<file path="config.mk">
export PLATFORM = sky130hd
export DESIGN_NAME = char_lcd_nibble_write_sequencer
export DESIGN_NICKNAME = d
export VERILOG_FILES = /design/src/hdl/lcd_seq_pkg.sv /design/src/hdl/char_lcd_nibble_write_sequencer.sv
export SDC_FILE = /design/constraint.sdc
export NUM_CORES = 1
export LEC_CHECK = 0
export ABC_CLOCK_PERIOD_IN_PS = 7400
export BUFFER_PORTS_ARGS = -buffer_cell sky130_fd_sc_hd__buf_2
export CELL_PAD_IN_SITES_DETAIL_PLACEMENT = 1
export CELL_PAD_IN_SITES_GLOBAL_PLACEMENT = 1
export CORE_ASPECT_RATIO = 1.75
export CORE_MARGIN = 2
export CORE_UTILIZATION = 51
export CTS_CLUSTER_DIAMETER = 30
export CTS_CLUSTER_SIZE = 8
export DETAILED_ROUTE_END_ITERATION = 12
export GPL_TIMING_DRIVEN = 1
export PLACE_DENSITY_LB_ADDON = 0.2
export SYNTH_ARGS = -nofsm -noshare
export SYNTH_HDL_FRONTEND = slang
export SYNTH_SLANG_ARGS = --single-unit
</file>
<file path="constraint.sdc">
create_clock -name clk -period 7.4 [get_ports clk]
set_clock_uncertainty 0.2 [all_clocks]
set_input_delay 0.74 -clock clk [delete_from_list [all_inputs] [get_ports clk]]
set_output_delay 0.74 -clock clk [all_outputs]
set_load 0.1 [all_outputs]
</file>
<file path="src/hdl/lcd_seq_pkg.sv">
// Package for the character LCD nibble write sequencer.
// Holds the phase and request codes, display command constants and the init table.
// No dependencies.
package lcd_seq_pkg;

	// Sequencer phases.
	typedef enum logic [2:0] {
		PH_POWER = 3'd0,
		PH_UPPER = 3'd1,
		PH_GAP   = 3'd2,
		PH_LOWER = 3'd3,
		PH_WAIT  = 3'd4,
		PH_EXTRA = 3'd5,
		PH_IDLE  = 3'd6
	} phase_t;

	// Request codes carried in the func field.
	typedef enum logic [2:0] {
		FN_TICK  = 3'd0,
		FN_CMD   = 3'd1,
		FN_CHAR  = 3'd2,
		FN_POS   = 3'd3,
		FN_CLEAR = 3'd4
	} func_t;

	// Configuration register indexes.
	typedef enum logic [1:0] {
		REG_PULSE = 2'd0,
		REG_GAP   = 2'd1,
		REG_WAIT  = 2'd2,
		REG_POWER = 2'd3
	} cfg_reg_t;

	localparam int unsigned TICK_W = 20;
	localparam int unsigned INIT_COUNT = 5;

	// Reset values of the timing registers.
	localparam logic [TICK_W-1:0] PULSE_RST = 20'd1;
	localparam logic [TICK_W-1:0] GAP_RST   = 20'd200;
	localparam logic [TICK_W-1:0] WAIT_RST  = 20'd2000;
	localparam logic [TICK_W-1:0] POWER_RST = 20'd20000;

	// Display commands.
	localparam logic [7:0] CMD_CLEAR  = 8'h01;
	localparam logic [7:0] CMD_ROW0   = 8'h80;
	localparam logic [7:0] CMD_ROW1   = 8'hC0;
	localparam logic [7:0] COL_MASK   = 8'h3F;

	// Init sequence: return home, 4-bit two-line mode, display on, entry mode, clear.
	function automatic logic [7:0] init_byte(input logic [2:0] idx);
		logic [7:0] b;
		case (idx)
			3'd0:    b = 8'h02;
			3'd1:    b = 8'h28;
			3'd2:    b = 8'h0C;
			3'd3:    b = 8'h06;
			3'd4:    b = 8'h01;
			default: b = 8'h00;
		endcase
		return b;
	endfunction

endpackage

</file>
<file path="src/hdl/char_lcd_nibble_write_sequencer.sv">
// Top level of the character LCD nibble write sequencer (4-bit display interface).
// Each tick's result is registered; one tick accepted per cycle while not stalled.
// A tick enters in the cycle the held result is taken; a stalled result blocks the input.
// Reset (arst_n low): power-on wait phase, counters cleared, timing registers at defaults.
// Depends on lcd_seq_pkg.
module char_lcd_nibble_write_sequencer #(
	parameter int COLUMNS = 16
) (
	input  logic        clk,
	input  logic        arst_n,
	// Configuration write port.
	input  logic        cfg_wr_en,
	input  logic [1:0]  cfg_index,
	input  logic [19:0] cfg_wdata,
	// Tick input: func [2:0], byte_value [10:3], row [18:11], column [26:19].
	input  logic        s_axis_tvalid,
	output logic        s_axis_tready,
	input  logic [31:0] s_axis_tdata,
	// Result: data_nibble [3:0], register_select [4], enable_line [5],
	// busy_res [6], rejected [7].
	output logic        m_axis_tvalid,
	input  logic        m_axis_tready,
	output logic [7:0]  m_axis_tdata
);

	localparam logic [7:0] COLS_LIM = 8'(COLUMNS);
	localparam int unsigned TW = lcd_seq_pkg::TICK_W;

	// Timing registers.
	logic [TW-1:0] pulse_q, gap_q, wait_q, power_q;

	// Sequencer state.
	lcd_seq_pkg::phase_t phase_q, phase_n;
	logic [TW-1:0] cnt_q, cnt_n;
	logic [7:0]    byte_q, byte_n;
	logic          rs_q, rs_n;
	logic [2:0]    idx_q, idx_n;
	logic          home_q, home_n;

	// Result register.
	logic          m_tvalid_q;
	logic [7:0]    m_tdata_q;

	logic          s_accept;
	logic [2:0]    in_func;
	logic [7:0]    in_byte, in_row, in_col;
	logic [7:0]    res;

	assign in_func = s_axis_tdata[2:0];
	assign in_byte = s_axis_tdata[10:3];
	assign in_row  = s_axis_tdata[18:11];
	assign in_col  = s_axis_tdata[26:19];

	assign s_axis_tready = !m_tvalid_q || m_axis_tready;
	assign s_accept      = s_axis_tvalid && s_axis_tready;
	assign m_axis_tvalid = m_tvalid_q;
	assign m_axis_tdata  = m_tdata_q;

	// Configuration writes.
	always_ff @(posedge clk or negedge arst_n) begin
		if (!arst_n) begin
			pulse_q <= lcd_seq_pkg::PULSE_RST;
			gap_q   <= lcd_seq_pkg::GAP_RST;
			wait_q  <= lcd_seq_pkg::WAIT_RST;
			power_q <= lcd_seq_pkg::POWER_RST;
		end else if (cfg_wr_en) begin
			case (cfg_index)
				lcd_seq_pkg::REG_PULSE: pulse_q <= cfg_wdata;
				lcd_seq_pkg::REG_GAP:   gap_q   <= cfg_wdata;
				lcd_seq_pkg::REG_WAIT:  wait_q  <= cfg_wdata;
				lcd_seq_pkg::REG_POWER: power_q <= cfg_wdata;
				default: ;
			endcase
		end
	end

	// One tick: take the request, form the line levels, then advance the phase timer.
	always_comb begin
		logic          rej;
		logic [3:0]    nib;
		logic          en;
		logic          busy;
		logic [TW-1:0] len;
		logic [TW-1:0] len_eff;

		phase_n = phase_q;
		cnt_n   = cnt_q;
		byte_n  = byte_q;
		rs_n    = rs_q;
		idx_n   = idx_q;
		home_n  = home_q;
		rej     = 1'b0;

		// Requests start now when idle, bad positions dropped; otherwise rejected.
		if (in_func inside {lcd_seq_pkg::FN_CMD, lcd_seq_pkg::FN_CHAR,
				lcd_seq_pkg::FN_POS, lcd_seq_pkg::FN_CLEAR}) begin
			if (phase_q != lcd_seq_pkg::PH_IDLE) begin
				rej = 1'b1;
			end else begin
				case (in_func)
					lcd_seq_pkg::FN_CMD: begin
						byte_n = in_byte; rs_n = 1'b0;
						phase_n = lcd_seq_pkg::PH_UPPER; cnt_n = '0;
					end
					lcd_seq_pkg::FN_CHAR: begin
						byte_n = in_byte; rs_n = 1'b1;
						phase_n = lcd_seq_pkg::PH_UPPER; cnt_n = '0;
					end
					lcd_seq_pkg::FN_POS: begin
						if (in_col < COLS_LIM && in_row == 8'd0) begin
							byte_n = lcd_seq_pkg::CMD_ROW0 | (in_col & lcd_seq_pkg::COL_MASK);
							rs_n = 1'b0; phase_n = lcd_seq_pkg::PH_UPPER; cnt_n = '0;
						end else if (in_col < COLS_LIM && in_row == 8'd1) begin
							byte_n = lcd_seq_pkg::CMD_ROW1 | (in_col & lcd_seq_pkg::COL_MASK);
							rs_n = 1'b0; phase_n = lcd_seq_pkg::PH_UPPER; cnt_n = '0;
						end
					end
					default: begin
						home_n = 1'b1;
						byte_n = lcd_seq_pkg::CMD_CLEAR; rs_n = 1'b0;
						phase_n = lcd_seq_pkg::PH_UPPER; cnt_n = '0;
					end
				endcase
			end
		end

		// Line levels during this tick.
		if (phase_n == lcd_seq_pkg::PH_POWER) begin
			nib = 4'h0;
		end else if (phase_n == lcd_seq_pkg::PH_UPPER || phase_n == lcd_seq_pkg::PH_GAP) begin
			nib = byte_n[7:4];
		end else begin
			nib = byte_n[3:0];
		end
		en   = (phase_n == lcd_seq_pkg::PH_UPPER || phase_n == lcd_seq_pkg::PH_LOWER);
		busy = (phase_n != lcd_seq_pkg::PH_IDLE);
		res  = {rej, busy, en, rs_n, nib};

		// Length of the current phase; a zero register counts as one tick.
		case (phase_n)
			lcd_seq_pkg::PH_POWER: len = power_q;
			lcd_seq_pkg::PH_UPPER: len = pulse_q;
			lcd_seq_pkg::PH_GAP:   len = gap_q;
			lcd_seq_pkg::PH_LOWER: len = pulse_q;
			default:               len = wait_q;
		endcase
		len_eff = (len == '0) ? TW'(1) : len;

		// Advance the timer and end the phase when it runs out.
		if (busy) begin
			cnt_n = cnt_n + TW'(1);
			if (cnt_n >= len_eff || cnt_n == '0) begin
				cnt_n = '0;
				case (phase_n)
					lcd_seq_pkg::PH_POWER: begin
						idx_n = 3'd1;
						byte_n = lcd_seq_pkg::init_byte(3'd0); rs_n = 1'b0;
						phase_n = lcd_seq_pkg::PH_UPPER;
					end
					lcd_seq_pkg::PH_UPPER: phase_n = lcd_seq_pkg::PH_GAP;
					lcd_seq_pkg::PH_GAP:   phase_n = lcd_seq_pkg::PH_LOWER;
					lcd_seq_pkg::PH_LOWER: phase_n = lcd_seq_pkg::PH_WAIT;
					lcd_seq_pkg::PH_WAIT: begin
						if (idx_n != 3'd0) begin
							if (idx_n < 3'(lcd_seq_pkg::INIT_COUNT)) begin
								byte_n = lcd_seq_pkg::init_byte(idx_n); rs_n = 1'b0;
								phase_n = lcd_seq_pkg::PH_UPPER;
								idx_n = idx_n + 3'd1;
							end else begin
								idx_n = 3'd0;
								phase_n = lcd_seq_pkg::PH_EXTRA;
							end
						end else if (home_n) begin
							phase_n = lcd_seq_pkg::PH_EXTRA;
						end else begin
							phase_n = lcd_seq_pkg::PH_IDLE;
						end
					end
					lcd_seq_pkg::PH_EXTRA: begin
						if (home_n) begin
							home_n = 1'b0;
							byte_n = lcd_seq_pkg::CMD_ROW0; rs_n = 1'b0;
							phase_n = lcd_seq_pkg::PH_UPPER;
						end else begin
							phase_n = lcd_seq_pkg::PH_IDLE;
						end
					end
					default: phase_n = lcd_seq_pkg::PH_IDLE;
				endcase
			end
		end
	end

	// State update on each accepted transaction.
	always_ff @(posedge clk or negedge arst_n) begin
		if (!arst_n) begin
			phase_q <= lcd_seq_pkg::PH_POWER;
			cnt_q   <= '0;
			byte_q  <= '0;
			rs_q    <= 1'b0;
			idx_q   <= '0;
			home_q  <= 1'b0;
		end else if (s_accept) begin
			phase_q <= phase_n;
			cnt_q   <= cnt_n;
			byte_q  <= byte_n;
			rs_q    <= rs_n;
			idx_q   <= idx_n;
			home_q  <= home_n;
		end
	end

	// Result register with its valid flag.
	always_ff @(posedge clk or negedge arst_n) begin
		if (!arst_n) begin
			m_tvalid_q <= 1'b0;
		end else if (s_axis_tready) begin
			m_tvalid_q <= s_axis_tvalid;
		end
	end

	always_ff @(posedge clk) begin
		if (s_accept) begin
			m_tdata_q <= res;
		end
	end

	// Checks that a rejected request is reported only while busy.
	a_rej_busy: assert property (@(posedge clk) disable iff (!arst_n)
		m_axis_tvalid && m_axis_tdata[7] |-> m_axis_tdata[6])
		else $error("rejected flag without busy");

	// The enable strobe only rises during a busy sequence.
	a_en_busy: assert property (@(posedge clk) disable iff (!arst_n)
		m_axis_tvalid && m_axis_tdata[5] |-> m_axis_tdata[6])
		else $error("enable strobe while idle");

	// Every accepted tick yields a result in the next cycle.
	a_result: assert property (@(posedge clk) disable iff (!arst_n)
		s_accept |=> m_tvalid_q)
		else $error("accepted tick produced no result");

	// The init sequence is over whenever the sequencer is idle.
	a_idle_init: assert property (@(posedge clk) disable iff (!arst_n)
		phase_q == lcd_seq_pkg::PH_IDLE |-> idx_q == 3'd0 && !home_q)
		else $error("idle with init or home pending");

endmodule
</file>
### Word level (Yosys, flattened, before mapping)

Index checks and enable logic that the tools add are counted.
W data, S select, Z words.

* register bits: 125
* bits of input ports: 59
* output and inout port bits: 10

* add/sub/neg operators: 2
* order comparisons: 3
* muxes and demuxes: 55
* eq/ne operators: 20
* reduce and logical (&&, ||, !) cells: 25

Operators with widths (number)
* $mux W20: 8
* $mux W8: 9
* $pmux W20 S3: 1
* $logic_not A20 Y1: 2
* $mux W3: 12
* $pmux W6 S5: 1
* $pmux W8 S3: 1
* $add A20 B1 Y20 const B: 1
* $ge A20 B20 Y1: 1
* $eq A3 B2 Y1 const B: 6
* $pmux W3 S6: 1
* $mux W1: 16
* $pmux W8 S2: 1
* $eq A3 B3 Y1 const B: 4
* $eq A3 B1 Y1 const B: 3
* $eq A8 B1 Y1 const B: 1
* $logic_not A8 Y1: 1
* $lt A8 B5 Y1 const B: 1
* $reduce_and A2 Y1: 4
* $logic_not A3 Y1: 2
* $ne A3 B3 Y1 const B: 2
* $pmux W3 S2: 1
* $reduce_and A5 Y1: 1
* $eq A2 B2 Y1 const B: 2
* other kinds (17): 23

### Depth between registers and ports, before layout

Gate-level depths: netlist (run 1).

* depth after elaboration: 16
* depth in mapped cells: 23
* mapped depth without buffers: 19

### Worst setup path after synthesis (run 1)

OpenSTA, ideal clock, no wires.

* path type: input port to flip-flop
* from: input s_axis_tdata[1]
* to: register phase_q[2]
* required time: 7.078 ns
* cell stages on the path: 20
* setup slack: 1.982 ns
* data arrival time: 5.097 ns
* buffers on the path: 4
* cell sequence: buf_1 nand3b_1 o21ai_0 clkbuf_1 clkbuf_1 and2_1 ha_1 nand4_1 or4_1 a21oi_1 ha_1 a21o_1 a21o_1 a21oi_1 o211ai_1 a31oi_1 o31a_1 buf_2 nor2_1 a32o_1

* word-level cells in the longest chain between the ends: 13
* elaborated cells between the ends (all ways): 34

Ends and longest elaborated chain
* start, declared: line char_lcd_nibble_write_sequencer.sv:18 `input logic [31:0] s_axis_tdata,`
* $eq A3 B2 Y1: line char_lcd_nibble_write_sequencer.sv:95, char_lcd_nibble_write_sequencer.sv:100
* $mux W3: line char_lcd_nibble_write_sequencer.sv:100 `case (in_func)`
* $mux W3: line char_lcd_nibble_write_sequencer.sv:97 `if (phase_q != lcd_seq_pkg::PH_IDLE) begin`
* $mux W3: line char_lcd_nibble_write_sequencer.sv:95 `if (in_func inside {lcd_seq_pkg::FN_CMD, lcd_seq_pkg::FN_CHAR,`
* $eq A3 B1 Y1 / $eq A3 B2 Y1 (equally long branches): line char_lcd_nibble_write_sequencer.sv:140, char_lcd_nibble_write_sequencer.sv:154
* $reduce_or A2 Y1 (no line)
* $pmux W20 S3: line char_lcd_nibble_write_sequencer.sv:140 `case (phase_n)`
* $logic_not A20 Y1: line char_lcd_nibble_write_sequencer.sv:147 `len_eff = (len == '0) ? TW'(1) : len;`
* $mux W20: line char_lcd_nibble_write_sequencer.sv:147
* $ge A20 B20 Y1: line char_lcd_nibble_write_sequencer.sv:152 `if (cnt_n >= len_eff || cnt_n == '0) begin`
* $logic_or A1 B1 Y1: line char_lcd_nibble_write_sequencer.sv:152
* $mux W3: line char_lcd_nibble_write_sequencer.sv:152
* $mux W3 *: line char_lcd_nibble_write_sequencer.sv:150 `if (busy) begin`
* end signal, assigned: line char_lcd_nibble_write_sequencer.sv:197 `phase_q <= lcd_seq_pkg::PH_POWER;`
* end signal, assigned: line char_lcd_nibble_write_sequencer.sv:204 `phase_q <= phase_n;`
* end, declared: line char_lcd_nibble_write_sequencer.sv:33 `lcd_seq_pkg::phase_t phase_q, phase_n;`

Mark *: on every way between the ends. The rest lies on a longest branch, timed or not.
A chain may end at the register's enable or synchronous reset.

### Final worst setup path (run 1)

* from: register phase_q[0]
* to: register cnt_q[10]

* word-level cells in the longest chain between the ends: 14
* elaborated cells between the ends (all ways): 23

Ends and longest elaborated chain
* $mux W3: line char_lcd_nibble_write_sequencer.sv:113 `end else if (in_col < COLS_LIM && in_row == 8'd1) begin`
* $mux W3: line char_lcd_nibble_write_sequencer.sv:110 `if (in_col < COLS_LIM && in_row == 8'd0) begin`
* $mux W3: line char_lcd_nibble_write_sequencer.sv:100
* $mux W3: line char_lcd_nibble_write_sequencer.sv:97
* $mux W3: line char_lcd_nibble_write_sequencer.sv:95
* $eq A3 B1 Y1 / $eq A3 B2 Y1 (equally long branches): line char_lcd_nibble_write_sequencer.sv:140
* $reduce_or A2 Y1 (no line)
* $pmux W20 S3: line char_lcd_nibble_write_sequencer.sv:140
* $logic_not A20 Y1: line char_lcd_nibble_write_sequencer.sv:147
* $mux W20: line char_lcd_nibble_write_sequencer.sv:147
* $ge A20 B20 Y1: line char_lcd_nibble_write_sequencer.sv:152
* $logic_or A1 B1 Y1: line char_lcd_nibble_write_sequencer.sv:152
* $mux W20: line char_lcd_nibble_write_sequencer.sv:152
* $mux W20 *: line char_lcd_nibble_write_sequencer.sv:150
* end signal, assigned: line char_lcd_nibble_write_sequencer.sv:205 `cnt_q <= cnt_n;`
* end, declared: line char_lcd_nibble_write_sequencer.sv:34 `logic [TW-1:0] cnt_q, cnt_n;`

Marks and branches as above.

==> impl_summary.log, run 1 <==
[metrics] final worst-path cycle share: 0.842
[metrics] area of the mapped netlist: 7360 um2
[metrics] final hold viol count: 0
[metrics] starting density of the core: 0.518
[metrics] clock tree from TritonCTS: yes
[metrics] switching share of total power: 0.415
[metrics] Design Area, Final: about 8400 um2
[metrics] gpl congestion: 0.854
[metrics] Yosys top cell area share: 0.347
[metrics] Avg Synthesized Cell Area: between 9 and 10 um2
[metrics] crit path launch type: flop
[metrics] Reg2Reg Capture Point: cnt_q[10]$_DFFE_PN0P_
[metrics] count of fill cells added during filler insertion: around 1600
[metrics] upper clock frequency limit: approximately 0.16 GHz
[metrics] setup TNS: 0 ps
[metrics] Slowest cell on crit path: sky130_fd_sc_hd__dfrtp_1
[metrics] Hold-fix buffers, CTS: 0
[metrics] Slowest Stage Delay on Critical Path: about 640 ps
[metrics] total of endpoints with negative setup slack in the final report: 0
[metrics] R2R cell count: 18
[metrics] total of flip-flops plus latches after synthesis: about 130
[metrics] post-route core utilization: 0.592
[metrics] internal power: 0.00178 W
[metrics] die area: ~15000 um2
[metrics] clock latency on the worst-skew pair: ~440 ps
[metrics] die width: roughly 95 um
[metrics] share of the yosys chip area belonging to registers: 0.433
[metrics] total length of routed wires: ~24000 um
[metrics] worst setup path class: reg -> reg
[metrics] warnings from Yosys: 0
[metrics] number of clock buffers inserted by TritonCTS: 17
[metrics] largest fanout on the critical path: 20
[metrics] Peak supply drop: ~0.19 mV
[metrics] Syn-to-layout area delta: 14.4%
[metrics] Total Routing Usage GR: 0.318
[metrics] outcome: finished clean
[metrics] buffer cell driving the clock tree root: sky130_fd_sc_hd__clkbuf_16
[metrics] switching power: around 0.0013 W
[metrics] top cells by area in the synthesized netlist: sky130_fd_sc_hd__dfrtp_1 (35%), sky130_fd_sc_hd__mux2_2 (12%), sky130_fd_sc_hd__dfstp_2 (5.4%), sky130_fd_sc_hd__ha_1 (4.6%), sky130_fd_sc_hd__nand2_1 (3.8%)
[metrics] Mapped Nets: approximately 830
[metrics] Worst EP required: 7540 ps
[metrics] portion of total power attributed to combinational logic: 0.398
[metrics] std cell rows: 58
[metrics] global-route wire length before repair: around 37000 um
[metrics] First DRT Iteration DRCs: roughly 330
[metrics] start of the worst register-to-register path: phase_q[0]$_DFFE_PN0P_
[metrics] flop-to-flop setup slack: roughly 1200 ps
[metrics] largest area contributor in the netlist: sky130_fd_sc_hd__dfrtp_1
[metrics] sequence of cells on the critical path: nand2b_1 -> o41ai_1 -> a21oi_2 -> buf_4 -> a221oi_1 -> o21ai_0 -> o41ai_1 -> nand4_1 -> o31ai_1 -> ha_1 -> nand2b_1 -> a21oi_1 -> o21a_1 -> o211ai_1 -> a31oi_1 -> o31a_1 -> nand3_2 -> o22ai_1
[metrics] core area: 14200 um2
[metrics] setup repair after global routing missed its margin: false
[metrics] Worst setup EP type: flop
[metrics] placed cell count: 960
[metrics] share of async-settable or async-resettable flops after synthesis: 0.936
[metrics] actual transition at the worst max-transition pin: ~980 ps
[metrics] relative slew slack: 0.344
[metrics] I/O Pins: 69
[metrics] distinct cell type count of the synthesized netlist: 70
[metrics] final antenna diode count: 0
[metrics] power density relative to cell area: 362 nW/um2
[metrics] post-route insts no fill: roughly 990
[metrics] postcts setup bufs: 0
[metrics] number of enable-type register cells in the synthesized netlist: 8
[metrics] max-slew violation count: 0
[metrics] overall power consumption: 0.00305 W
[metrics] main flop type after synthesis: sky130_fd_sc_hd__dfrtp_1
[metrics] number of port buffers: 63
[metrics] total number of vias: between 6000 and 7000
[metrics] Die Height: between 150 and 200 um
[metrics] number of remaining DRC errors: 0
[metrics] data arrival time at the worst-slack endpoint: about 6400 ps
[metrics] post-cts gate resize count: 0
[metrics] type of the worst min-delay path: in -> async
[metrics] vias per cell: about 6.6
[metrics] max-cap violation count: 0
[metrics] HPWL reported at the end of detailed placement: roughly 16000 um
[metrics] H-tree depth: 4
[metrics] routed wire length per instance: roughly 24 um
[metrics] ranking of synthesized cells by instance count: sky130_fd_sc_hd__dfrtp_1 (102), sky130_fd_sc_hd__mux2_2 (81), sky130_fd_sc_hd__nand2_1 (75)
[metrics] post-route ant nets: 0
[metrics] number of clock sinks: ~130
[metrics] fraction of layout instances using a drive strength above 1: 0.268
[metrics] via count of the first global-routing pass: slightly above 7000
[metrics] remaining global-route overflow: 0
[metrics] placed cell areas: approximately 7900 um2
[metrics] Pleak: 3.52 nW
[metrics] number of buffers between clock root and the deepest sink: 2
[metrics] maximum number of pins on one net before global-route repair: a little under 70
[metrics] Tmin final: 6230 ps
[metrics] initial antenna violation count: 0
[metrics] Clock power frac: 0.275
[metrics] clock input transition at the sequential cells of the worst setup and hold paths: around 60 ps
[metrics] most common cell in the synthesized netlist: sky130_fd_sc_hd__dfrtp_1
[metrics] number of search-and-repair iterations in the first detailed-routing pass: 5
[metrics] Post-Synthesis Cells: between 700 and 800
[metrics] number of nets at the end of the flow: slightly below 900
[metrics] part of the power in registers: 0.327
-- power groups by stage --
stage | sequential, W | combinational [W] | clock, W
after floorplan | 0.000975 | 0.000811 | 0
after global placement | 0.000982 | 0.00111 | 0
after detailed placement | 0.000998 | 0.00117 | 0
after CTS | 0.000993 | 0.00121 | 0.000844
after global routing | 0.00101 | 0.00132 | 0.000868
final | 0.000997 | 0.00122 | 0.000838
-- worst max-delay path, delay by kind of cell (launching register included) --
family          cells  cell delay, ps
buf+inv             1             280
simple gates        4             990
fa+ha+maj           1             270
flops               1             640
compound gates     12            3750
-- routing by layer --
layer	vias to the layer above	track usage	part of all wire
met5	-	0	0
met2	186	0.568	0.55
li1	2905	-	-
met1	3347	0.351	0.37
met4	0	0.178	0.047
met3	75	0.0509	0.038
-- cell usage in the layout, fill, tap and decap left out, drive strengths merged, types with 3 or more instances in the layout --
| cell | count |
|---|---|
| edfxtp | 8 |
| nor4 | 8 |
| o2111ai | 3 |
| nor2 | 42 |
| o22ai | 8 |
| dfstp | 15 |
| nand3b | 6 |
| nor2b | 10 |
| nand4 | 14 |
| mux2 | 83 |
| o41ai | 4 |
| nand3 | 24 |
| o2111a | 3 |
| inv | 29 |
| clkbuf | 18 |
| a31oi | 11 |
| or3 | 5 |
| nand2b | 4 |
| a222oi | 5 |
| nand2 | 75 |
| dfrtp | 102 |
| o21a | 3 |
| o21ai | 59 |
| o2bb2ai | 6 |
| and4 | 3 |
| buf | 79 |
| o221ai | 6 |
| a211o | 3 |
| o31ai | 5 |
| and3 | 5 |
| a211oi | 5 |
| a221oi | 11 |
| a22oi | 5 |
| and2 | 7 |
| a21oi | 37 |
| ha | 27 |
| xor2 | 5 |
| xnor2 | 10 |
| nor3 | 20 |
| a21o | 8 |
-- worst max-delay path by stage --
stage                      startpoint                endpoint  slack (ps)
2_1_floorplan         s_axis_tdata[1]  phase_q[2]$_DFFE_PN0P_        1980
3_3_place_gp          s_axis_tdata[0]   cnt_q[10]$_DFFE_PN0P_        1360
3_5_place_dp         s_axis_tdata[26]   cnt_q[11]$_DFFE_PN0P_        1220
4_1_cts        phase_q[0]$_DFFE_PN0P_   cnt_q[11]$_DFFE_PN0P_        1220
5_1_grt        phase_q[0]$_DFFE_PN0P_   cnt_q[10]$_DFFE_PN0P_         840
6_report       phase_q[0]$_DFFE_PN0P_   cnt_q[10]$_DFFE_PN0P_        1170
-- final cells by class --
| cell class | count | area (um2) | area share |
|---|---|---|---|
| multi-input combinational | 558 | 3930 | 0.467 |
| sequential | 125 | 3190 | 0.378 |
| timing repair buffer | 79 | 438 | 0.0520 |
| clock buffer | 18 | 429 | 0.0509 |
| tap | 180 | 225 | 0.0267 |
| clock inverter | 14 | 144 | 0.0171 |
| inverter | 18 | 67.6 | 0.00802 |
-- flip-flops by register name, summed over array words and instances (netlist names) --
| register | cells |
|---|---|
| cnt_q | 20 |
| gap_q | 20 |
| power_q | 20 |
| pulse_q | 20 |
| wait_q | 20 |
| byte_q | 8 |
| m_axis_tdata | 8 |
| idx_q | 3 |
| phase_q | 3 |
| home_q | 1 |
| m_axis_tvalid | 1 |
| rs_q | 1 |
-- stage by stage --
| stage | worst slack (ps) | hold slack (ps) |
|---|---|---|
| after global placement | 1360 | 280 |
| after detailed placement | 1220 | 278 |
| final | 1170 | 169 |
| after global routing | 840 | 215 |
| after CTS | 1220 | 187 |
| after floorplan | 1980 | 244 |
-- cell families after synthesis --
family | after synthesis | synth area share
AND/OR/NAND/NOR | 231 | 0.155
AO/OA/AOI/OAI | 200 | 0.185
flip-flops | 125 | 0.433
multiplexers | 85 | 0.130
buffers and inverters | 64 | 0.0338
adder cells (fa/ha/maj) | 27 | 0.0459
XOR/XNOR | 15 | 0.0178
(Power assumes the default switching activity.)
==> inputs of run 2 (changes only) <==
ABC_AREA = 1   (was not set)
ABC_CLOCK_PERIOD_IN_PS = 5630   (was 7400)
CORE_UTILIZATION = 40   (was 51)
clock period = 5.63 ns   (was 7.4 ns; I/O delays follow)
==> run 2 against run 1 <==
Cell area grew 4.3%. Clock power grew 29%. Global-route usage shrank 9.0 points. First-iteration DRC count shrank 37%. Combinational power grew 85%. Setup slack lost 330 ps. Count of clock-buffer cells in the layout grew 2. Final cell count grew 36%. Non-clock buffer count grew 8. Via count grew 8.0%. Sequential cell count is the same. Largest cell class unchanged.
==> impl_summary.log, run 2 <==
[metrics] most common cell after layout, fill and taps aside: sky130_fd_sc_hd__nand2_1 (was sky130_fd_sc_hd__dfrtp_1)
[metrics] setup repair after global routing missed its margin: false (unchanged)
[metrics] buffer cell driving the clock tree root: sky130_fd_sc_hd__clkbuf_16 (unchanged)
[metrics] HPWL reported at the end of detailed placement: 15500 um (was 15800 um)
[metrics] share of the yosys chip area belonging to registers: 0.419 (was 0.433)
[metrics] share of async-settable or async-resettable flops after synthesis: 0.936 (unchanged)
[metrics] Total Routing Usage GR: 0.229 (was 0.318)
[metrics] post-route insts no fill: 1347 (was 992)
[metrics] gpl congestion: 0.850 (was 0.854)
[metrics] worst setup path class: reg -> reg (unchanged)
[metrics] Post-Synthesis Cells: 1034 (was 747)
[metrics] largest fanout on the critical path: 17 (was 20)
[metrics] postcts setup bufs: 0 (unchanged)
[metrics] main flop type after synthesis: sky130_fd_sc_hd__dfrtp_1 (unchanged)
[metrics] number of clock buffers inserted by TritonCTS: 17 (unchanged)
[metrics] distinct cell type count of the synthesized netlist: 50 (was 70)
[metrics] via count of the first global-routing pass: 7515 (was 7064)
[metrics] clock latency on the worst-skew pair: 430 ps (was 440 ps)
[metrics] First DRT Iteration DRCs: 212 (was 334)
[metrics] number of nets at the end of the flow: 1182 (was 885)
[metrics] Clock power frac: 0.232 (was 0.275)
[metrics] total of flip-flops plus latches after synthesis: 125 (unchanged)
[metrics] upper clock frequency limit: 0.209 GHz (was 0.160 GHz)
[metrics] clock tree from TritonCTS: yes (unchanged)
[metrics] relative slew slack: 0.338 (was 0.344)
[metrics] vias per cell: 5.22 (was 6.57)
[metrics] core area: 18600 um2 (was 14200 um2)
[metrics] number of remaining DRC errors: 0 (unchanged)
[metrics] number of enable-type register cells in the synthesized netlist: 8 (unchanged)
[metrics] clock input transition at the sequential cells of the worst setup and hold paths: 60 ps (about the same)
[metrics] Hold-fix buffers, CTS: 0 (unchanged)
[metrics] overall power consumption: 0.00465 W (was 0.00305 W)
[metrics] power density relative to cell area: 530 nW/um2 (was 362 nW/um2)
[metrics] final worst-path cycle share: 0.852 (was 0.842)
[metrics] switching share of total power: 0.451 (was 0.415)
[metrics] max-cap violation count: 0 (unchanged)
[metrics] switching power: 0.00210 W (was 0.00127 W)
[metrics] Yosys top cell area share: 0.336 (was 0.347)
[metrics] H-tree depth: 4 (unchanged)
[metrics] Die Height: 186 um (was 163 um)
[metrics] Mapped Nets: 1120 (was 833)
[metrics] fin worst setup slack: 835 ps (was 1170 ps)
[metrics] most common cell in the synthesized netlist: sky130_fd_sc_hd__nand2_1 (was sky130_fd_sc_hd__dfrtp_1)
[metrics] ranking of synthesized cells by instance count: sky130_fd_sc_hd__nand2_1 (315), sky130_fd_sc_hd__inv_1 (119), sky130_fd_sc_hd__o21ai_0 (103) (was sky130_fd_sc_hd__dfrtp_1 (102), sky130_fd_sc_hd__mux2_2 (81), sky130_fd_sc_hd__nand2_1 (75))
[metrics] die width: 108 um (was 94.8 um)
[metrics] pre-CTS setup slack: 414 ps (was 1220 ps)
[metrics] Slowest cell on crit path: sky130_fd_sc_hd__dfrtp_1 (unchanged)
[metrics] placed cell count: 1315 (was 960)
[metrics] number of buffers between clock root and the deepest sink: 2 (unchanged)
[metrics] outcome: finished clean (unchanged)
[metrics] portion of total power attributed to combinational logic: 0.486 (was 0.398)
[metrics] post-cts gate resize count: 0 (unchanged)
[metrics] number of search-and-repair iterations in the first detailed-routing pass: 4 (was 5)
[metrics] Avg Synthesized Cell Area: 7.35 um2 (was 9.85 um2)
[metrics] largest area contributor in the netlist: sky130_fd_sc_hd__dfrtp_1 (unchanged)
[metrics] part of the power in registers: 0.283 (was 0.327)
[metrics] initial antenna violation count: 0 (unchanged)
[metrics] type of the worst min-delay path: in -> async (unchanged)
[metrics] max-slew violation count: 0 (unchanged)
[metrics] Design Area, Final: 8780 um2 (was 8420 um2)
[metrics] die area: 20200 um2 (was 15400 um2)
[metrics] setup TNS: 0 ps (unchanged)
[metrics] area of the mapped netlist: 7600 um2 (was 7360 um2)
[metrics] Reg2Reg Capture Point: idx_q[0]$_DFFE_PN0P_ (was cnt_q[10]$_DFFE_PN0P_)
[metrics] warnings from Yosys: 0 (unchanged)
[metrics] final hold viol count: 0 (unchanged)
[metrics] flop-to-flop setup slack: 840 ps (was 1170 ps)
[metrics] Tmin final: 4790 ps (was 6230 ps)
[metrics] Syn-to-layout area delta: 15.5% (was 14.4%)
[metrics] total number of vias: 7035 (was 6513)
[metrics] data arrival time at the worst-slack endpoint: 4950 ps (was 6370 ps)
[metrics] std cell rows: 66 (was 58)
[metrics] area occupied by multi-input gates: 3750 um2 (was 3930 um2)
[metrics] Worst EP required: 5790 ps (was 7540 ps)
[metrics] global-route wire length before repair: 36300 um (was 37300 um)
[metrics] top cells by area in the synthesized netlist: sky130_fd_sc_hd__dfrtp_1 (34%), sky130_fd_sc_hd__nand2_1 (16%), sky130_fd_sc_hd__o21ai_0 (6.8%), sky130_fd_sc_hd__inv_1 (5.9%), sky130_fd_sc_hd__dfstp_2 (5.2%) (was sky130_fd_sc_hd__dfrtp_1 (35%), sky130_fd_sc_hd__mux2_2 (12%), sky130_fd_sc_hd__dfstp_2 (5.4%), sky130_fd_sc_hd__ha_1 (4.6%), sky130_fd_sc_hd__nand2_1 (3.8%))
[metrics] fraction of layout instances using a drive strength above 1: 0.152 (was 0.268)
[metrics] post-route ant nets: 0 (unchanged)
[metrics] remaining global-route overflow: 0 (unchanged)
[metrics] Pleak: 4.41 nW (was 3.52 nW)
[metrics] maximum number of pins on one net before global-route repair: 74 (was 68)
[metrics] routed wire length per instance: 16.2 um (was 23.8 um)
[metrics] R2R cell count: 31 (was 18)
[metrics] total length of routed wires: 21800 um (was 23600 um)
[metrics] final antenna diode count: 0 (unchanged)
[metrics] count of fill cells added during filler insertion: 2428 (was 1611)
[metrics] internal power: 0.00255 W (was 0.00178 W)
[metrics] Peak supply drop: 0.346 mV (was 0.190 mV)
[metrics] number of port buffers: 63 (unchanged)
[metrics] most frequent cells in the layout: sky130_fd_sc_hd__nand2_1 (315), sky130_fd_sc_hd__inv_1 (119), sky130_fd_sc_hd__o21ai_0 (103), sky130_fd_sc_hd__dfrtp_1 (102), sky130_fd_sc_hd__nor2_1 (67) (was sky130_fd_sc_hd__dfrtp_1 (102), sky130_fd_sc_hd__mux2_2 (81), sky130_fd_sc_hd__nand2_1 (75), sky130_fd_sc_hd__buf_2 (62), sky130_fd_sc_hd__o21ai_0 (48))
[metrics] total of endpoints with negative setup slack in the final report: 0 (unchanged)
[metrics] Slowest Stage Delay on Critical Path: 420 ps (was 640 ps)
[metrics] number of clock sinks: 125 (unchanged)
[metrics] I/O Pins: 69 (unchanged)
[metrics] crit path launch type: flop (unchanged)
[metrics] area used by sequential logic in the layout: 3190 um2 (unchanged)
[metrics] Worst setup EP type: flop (unchanged)
[metrics] actual transition at the worst max-transition pin: 993 ps (was 983 ps)
[metrics] worst setup path startpoint: phase_q[1]$_DFFE_PN0P_ (was phase_q[0]$_DFFE_PN0P_)
[metrics] start of the worst register-to-register path: phase_q[1]$_DFFE_PN0P_ (was phase_q[0]$_DFFE_PN0P_)
[metrics] starting density of the core: 0.409 (was 0.518)
[metrics] termination of the worst setup path: idx_q[0]$_DFFE_PN0P_ (was cnt_q[10]$_DFFE_PN0P_)
[metrics] placed cell areas: 8210 um2 (was 7850 um2)
[metrics] most used cell along the critical path: sky130_fd_sc_hd__nand2_1
## run 2: cell count changes after synthesis, sizes merged, moves of 8 or more
| cell | before | now |
|---|---|---|
| a21o | 8 | 0 |
| xnor2 | 10 | 1 |
| inv | 18 | 121 |
| nor3 | 20 | 4 |
| mux2 | 83 | 0 |
| a21oi | 37 | 58 |
| nand4 | 14 | 44 |
| nor4 | 8 | 0 |
| nor2b | 10 | 0 |
| nand3 | 24 | 54 |
| nor2 | 42 | 82 |
| nand2 | 75 | 321 |
| o21ai | 59 | 109 |
## run 2: kinds of logic after synthesis
kind of cell,count (synthesis),synth area share
AND/OR/NAND/NOR,510,0.298
flip-flops,125,0.419
AO/OA/AOI/OAI,200,0.144
buffers and inverters,168,0.0887
adder cells (fa/ha/maj),27,0.0444
XOR/XNOR,4,0.00560
## run 2: area by class of cell
cell class,count,area share
inverter,124,0.0530
clock inverter,12,0.0127
multi-input combinational,741,0.426
clock buffer,20,0.0531
timing repair buffer,87,0.0581
sequential,125,0.363
tap,238,0.0339
## run 2: worst max-delay path, delay by kind of cell (launching register included)
kind,cells,cell delay [ps]
adder cells (fa/ha/maj),1,220
AO/OA/AOI/OAI,7,1060
AND/OR/NAND/NOR,19,2380
buffers and inverters,4,440
flip-flops,1,420
## run 2: worst min-delay path by stage
stage / startpoint / to / slack [ps] / cells after the start
after global placement: byte_q[7]$_DFFE_PN0P_ / byte_q[7]$_DFFE_PN0P_ / 260 / 2
after detailed placement: byte_q[1]$_DFFE_PN0P_ / byte_q[1]$_DFFE_PN0P_ / 270 / 2
final: arst_n / pulse_q[4]$_DFFE_PN0P_ / 90 / 1
after floorplan: arst_n / byte_q[0]$_DFFE_PN0P_ / 70 / 0
after CTS: arst_n / pulse_q[4]$_DFFE_PN0P_ / 140 / 1
after global routing: arst_n / pulse_q[5]$_DFFE_PN0P_ / 180 / 1
## run 2: layer usage
layer	wire, um	track usage
met5	0	0
met2	11900	0.428
met1	8860	0.252
met3	503	0.0377
met4	559	0.0843
## run 2: power groups by stage
stage          combinational, W  clock [W]  sequential, W
2_1_floorplan           0.00154          0        0.00139
3_3_place_gp            0.00220          0        0.00132
3_5_place_dp            0.00226          0        0.00133
4_1_cts                 0.00229    0.00110        0.00132
5_1_grt                 0.00256    0.00114        0.00135
6_report                0.00226    0.00108        0.00131
## run 2: metrics by stage
stage	util	hold slack, ps
6_report	0.473	89.4
5_1_grt	0.473	175
4_1_cts	0.473	143
3_5_place_dp	0.442	266
3_3_place_gp	0.442	258
2_1_floorplan	-	67.4
==> inputs of run 3 (changes only) <==
GPL_TIMING_DRIVEN = 0   (was 1)
==> run 3 against run 2 <==
Global-route usage is 1.9 points higher. Combinational power is 2% higher. Clock power is 9% higher. Critical path depth is 2 higher. Hold slack better by 120 ps. Setup slack worse by 430 ps. Count of clock-buffer cells in the layout is 1 higher. Sequential share of layout area is 0.59 points lower. Power is 3.1% higher. Critical path type unchanged. Critical endpoint is now cnt_q[11]$_DFFE_PN0P_. Largest cell class unchanged. Highest routed layer unchanged.
==> impl_summary.log, run 3 (synthesized netlist as in run 2, its figures left out) <==
[metrics] gpl congestion: 0.852 (was 0.850)
[metrics] outcome: finished clean (unchanged)
[metrics] type of the worst min-delay path: in -> reg (was in -> async)
[metrics] worst setup path class: reg -> reg (unchanged)
[metrics] number of port buffers: 63 (unchanged)
[metrics] placed cell areas: 8250 um2 (was 8210 um2)
[metrics] clock latency on the worst-skew pair: 430 ps (about the same)
[metrics] pre-CTS setup slack: -827 ps (was 414 ps)
[metrics] internal power: 0.00264 W (was 0.00255 W)
[metrics] buffer cell driving the clock tree root: sky130_fd_sc_hd__clkbuf_16 (unchanged)
[metrics] global-route wire length before repair: 38700 um (was 36300 um)
[metrics] clock tree from TritonCTS: yes (unchanged)
[metrics] Worst EP required: 5780 ps (was 5790 ps)
[metrics] part of the power in registers: 0.276 (was 0.283)
[metrics] maximum number of pins on one net before global-route repair: 74 (unchanged)
[metrics] data arrival time at the worst-slack endpoint: 5380 ps (was 4950 ps)
[metrics] Slowest Stage Delay on Critical Path: 410 ps (was 420 ps)
[metrics] Design Area, Final: 8930 um2 (was 8780 um2)
[metrics] total number of vias: 7219 (was 7035)
[metrics] die width: 108 um (unchanged)
[metrics] die area: 20200 um2 (unchanged)
[metrics] post-route core utilization: 0.481 (was 0.473)
[metrics] final hold viol count: 0 (unchanged)
[metrics] most common cell after layout, fill and taps aside: sky130_fd_sc_hd__nand2_1 (unchanged)
[metrics] core area: 18600 um2 (unchanged)
[metrics] First DRT Iteration DRCs: 262 (was 212)
[metrics] power density relative to cell area: 537 nW/um2 (was 530 nW/um2)
[metrics] Total Routing Usage GR: 0.248 (was 0.229)
[metrics] total length of routed wires: 23800 um (was 21800 um)
[metrics] number of remaining DRC errors: 0 (unchanged)
[metrics] largest fanout on the critical path: 10 (was 17)
[metrics] clock input transition at the sequential cells of the worst setup and hold paths: 60 ps (about the same)
[metrics] portion of total power attributed to combinational logic: 0.479 (was 0.486)
[metrics] number of clock buffers inserted by TritonCTS: 17 (unchanged)
[metrics] final worst-path cycle share: 0.929 (was 0.852)
[metrics] fin worst setup slack: 401 ps (was 835 ps)
[metrics] H-tree depth: 4 (unchanged)
[metrics] Slowest cell on crit path: sky130_fd_sc_hd__a221oi_2 (was sky130_fd_sc_hd__dfrtp_1)
[metrics] Syn-to-layout area delta: 17.4% (was 15.5%)
[metrics] routed wire length per instance: 17.4 um (was 16.2 um)
[metrics] fraction of layout instances using a drive strength above 1: 0.145 (was 0.152)
[metrics] most frequent cells in the layout: sky130_fd_sc_hd__nand2_1 (314), sky130_fd_sc_hd__inv_1 (119), sky130_fd_sc_hd__o21ai_0 (103), sky130_fd_sc_hd__dfrtp_1 (102) (was sky130_fd_sc_hd__nand2_1 (315), sky130_fd_sc_hd__inv_1 (119), sky130_fd_sc_hd__o21ai_0 (103), sky130_fd_sc_hd__dfrtp_1 (102), sky130_fd_sc_hd__nor2_1 (67))
[metrics] remaining global-route overflow: 0 (unchanged)
[metrics] post-route ant nets: 0 (unchanged)
[metrics] Peak supply drop: 0.300 mV (was 0.346 mV)
[metrics] max-slew violation count: 0 (unchanged)
[metrics] initial antenna violation count: 0 (unchanged)
[metrics] HPWL reported at the end of detailed placement: 17800 um (was 15500 um)
[metrics] upper clock frequency limit: 0.191 GHz (was 0.209 GHz)
[metrics] number of buffers between clock root and the deepest sink: 2 (unchanged)
[metrics] final antenna diode count: 0 (unchanged)
[metrics] max-cap violation count: 0 (unchanged)
[metrics] relative slew slack: 0.490 (was 0.338)
[metrics] Tmin final: 5230 ps (was 4790 ps)
[metrics] starting density of the core: 0.409 (unchanged)
[metrics] minimum hold slack: 209 ps (was 89.4 ps)
[metrics] number of nets at the end of the flow: 1204 (was 1182)
[metrics] Pleak: 4.45 nW (was 4.41 nW)
[metrics] actual transition at the worst max-transition pin: 766 ps (was 993 ps)
[metrics] I/O Pins: 69 (unchanged)
[metrics] via count of the first global-routing pass: 7685 (was 7515)
[metrics] Worst setup EP type: flop (unchanged)
[metrics] Clock power frac: 0.245 (was 0.232)
[metrics] Die Height: 186 um (unchanged)
[metrics] vias per cell: 5.27 (was 5.22)
[metrics] crit path launch type: flop (unchanged)
[metrics] number of search-and-repair iterations in the first detailed-routing pass: 4 (unchanged)
[metrics] switching power: 0.00216 W (was 0.00210 W)
[metrics] total of endpoints with negative setup slack in the final report: 0 (unchanged)
[metrics] number of clock sinks: 125 (unchanged)
[metrics] switching share of total power: 0.450 (was 0.451)
[metrics] std cell rows: 66 (unchanged)
## run 3: cell count changes in the layout (fill, tap and decap cells not counted), sizes merged
cell,before,now
buf,87,78
bufinv,1,3
clkbuf,20,51
clkinvlp,4,2
dlygate4sd3,0,1
inv,124,123
## run 3: routing by layer
layer	vias to the layer above	track usage	wire (um)
li1	3561	-	-
met1	3514	0.274	9510
met2	113	0.463	13100
met3	31	0.0374	603
met4	0	0.0976	635
met5	-	0	0
## run 3: cell type report
class	count	area (um2)
Sequential cell	125	3190
Clock buffer	21	472
Inverter	124	469
Tap cell	238	298
Timing Repair Buffer	65	359
Clock inverter	11	155
Fill cell	2413	9650
Buffer	44	220
Multi-Input combinational cell	741	3770
## run 3: worst paths after layout
path | end | depth (start not counted) | startpoint | slack, ps
worst min register to register | byte_q[3]$_DFFE_PN0P_ | 2 | byte_q[3]$_DFFE_PN0P_ | 280
min in group asynchronous | gap_q[5]$_DFFE_PN0P_ | 2 | arst_n | 420
worst max register to register | cnt_q[11]$_DFFE_PN0P_ | 33 | phase_q[1]$_DFFE_PN0P_ | 400
worst max-delay path | cnt_q[11]$_DFFE_PN0P_ | 33 | phase_q[1]$_DFFE_PN0P_ | 400
worst min-delay path | power_q[5]$_DFFE_PN1P_ | 3 | cfg_wdata[5] | 210
max in group asynchronous | pulse_q[0]$_DFFE_PN1P_ | 3 | arst_n | 4080
## run 3: worst max-delay path, delay by kind of cell, from the launching register on
family / cells / cell delay, ps
and+or+nand+nor: 17 / 1900
buffers and inverters: 8 / 1280
AOI/OAI and AO/OA: 7 / 1130
DFF: 1 / 390
adders and majority gates: 1 / 230
## run 3: power groups by stage
stage / logic, W / registers [W] / clock network, W
2_1_floorplan: 0.00154 / 0.00139 / 0
6_report: 0.00230 / 0.00132 / 0.00118
4_1_cts: 0.00230 / 0.00132 / 0.00119
3_5_place_dp: 0.00226 / 0.00133 / 0
3_3_place_gp: 0.00219 / 0.00132 / 0
5_1_grt: 0.00260 / 0.00135 / 0.00123
## run 3: repair_timing
item | in CTS | in global routing
setup buffers | 0 | 0
setup endpoints to repair | 20 | 21
endpoints found under the hold margin | 32 | 0
hold buffers | 1 | 0
resized for setup | 6 | 12
## run 3: through the flow
stage               power [W]  instances  TNS, ps
floorplan             0.00292       1034        0
finish                0.00480       1369        0
CTS                   0.00481       1369        0
global placement      0.00351       1335   -14680
global route          0.00518       1369    -9.94
detailed placement    0.00359       1336   -18790
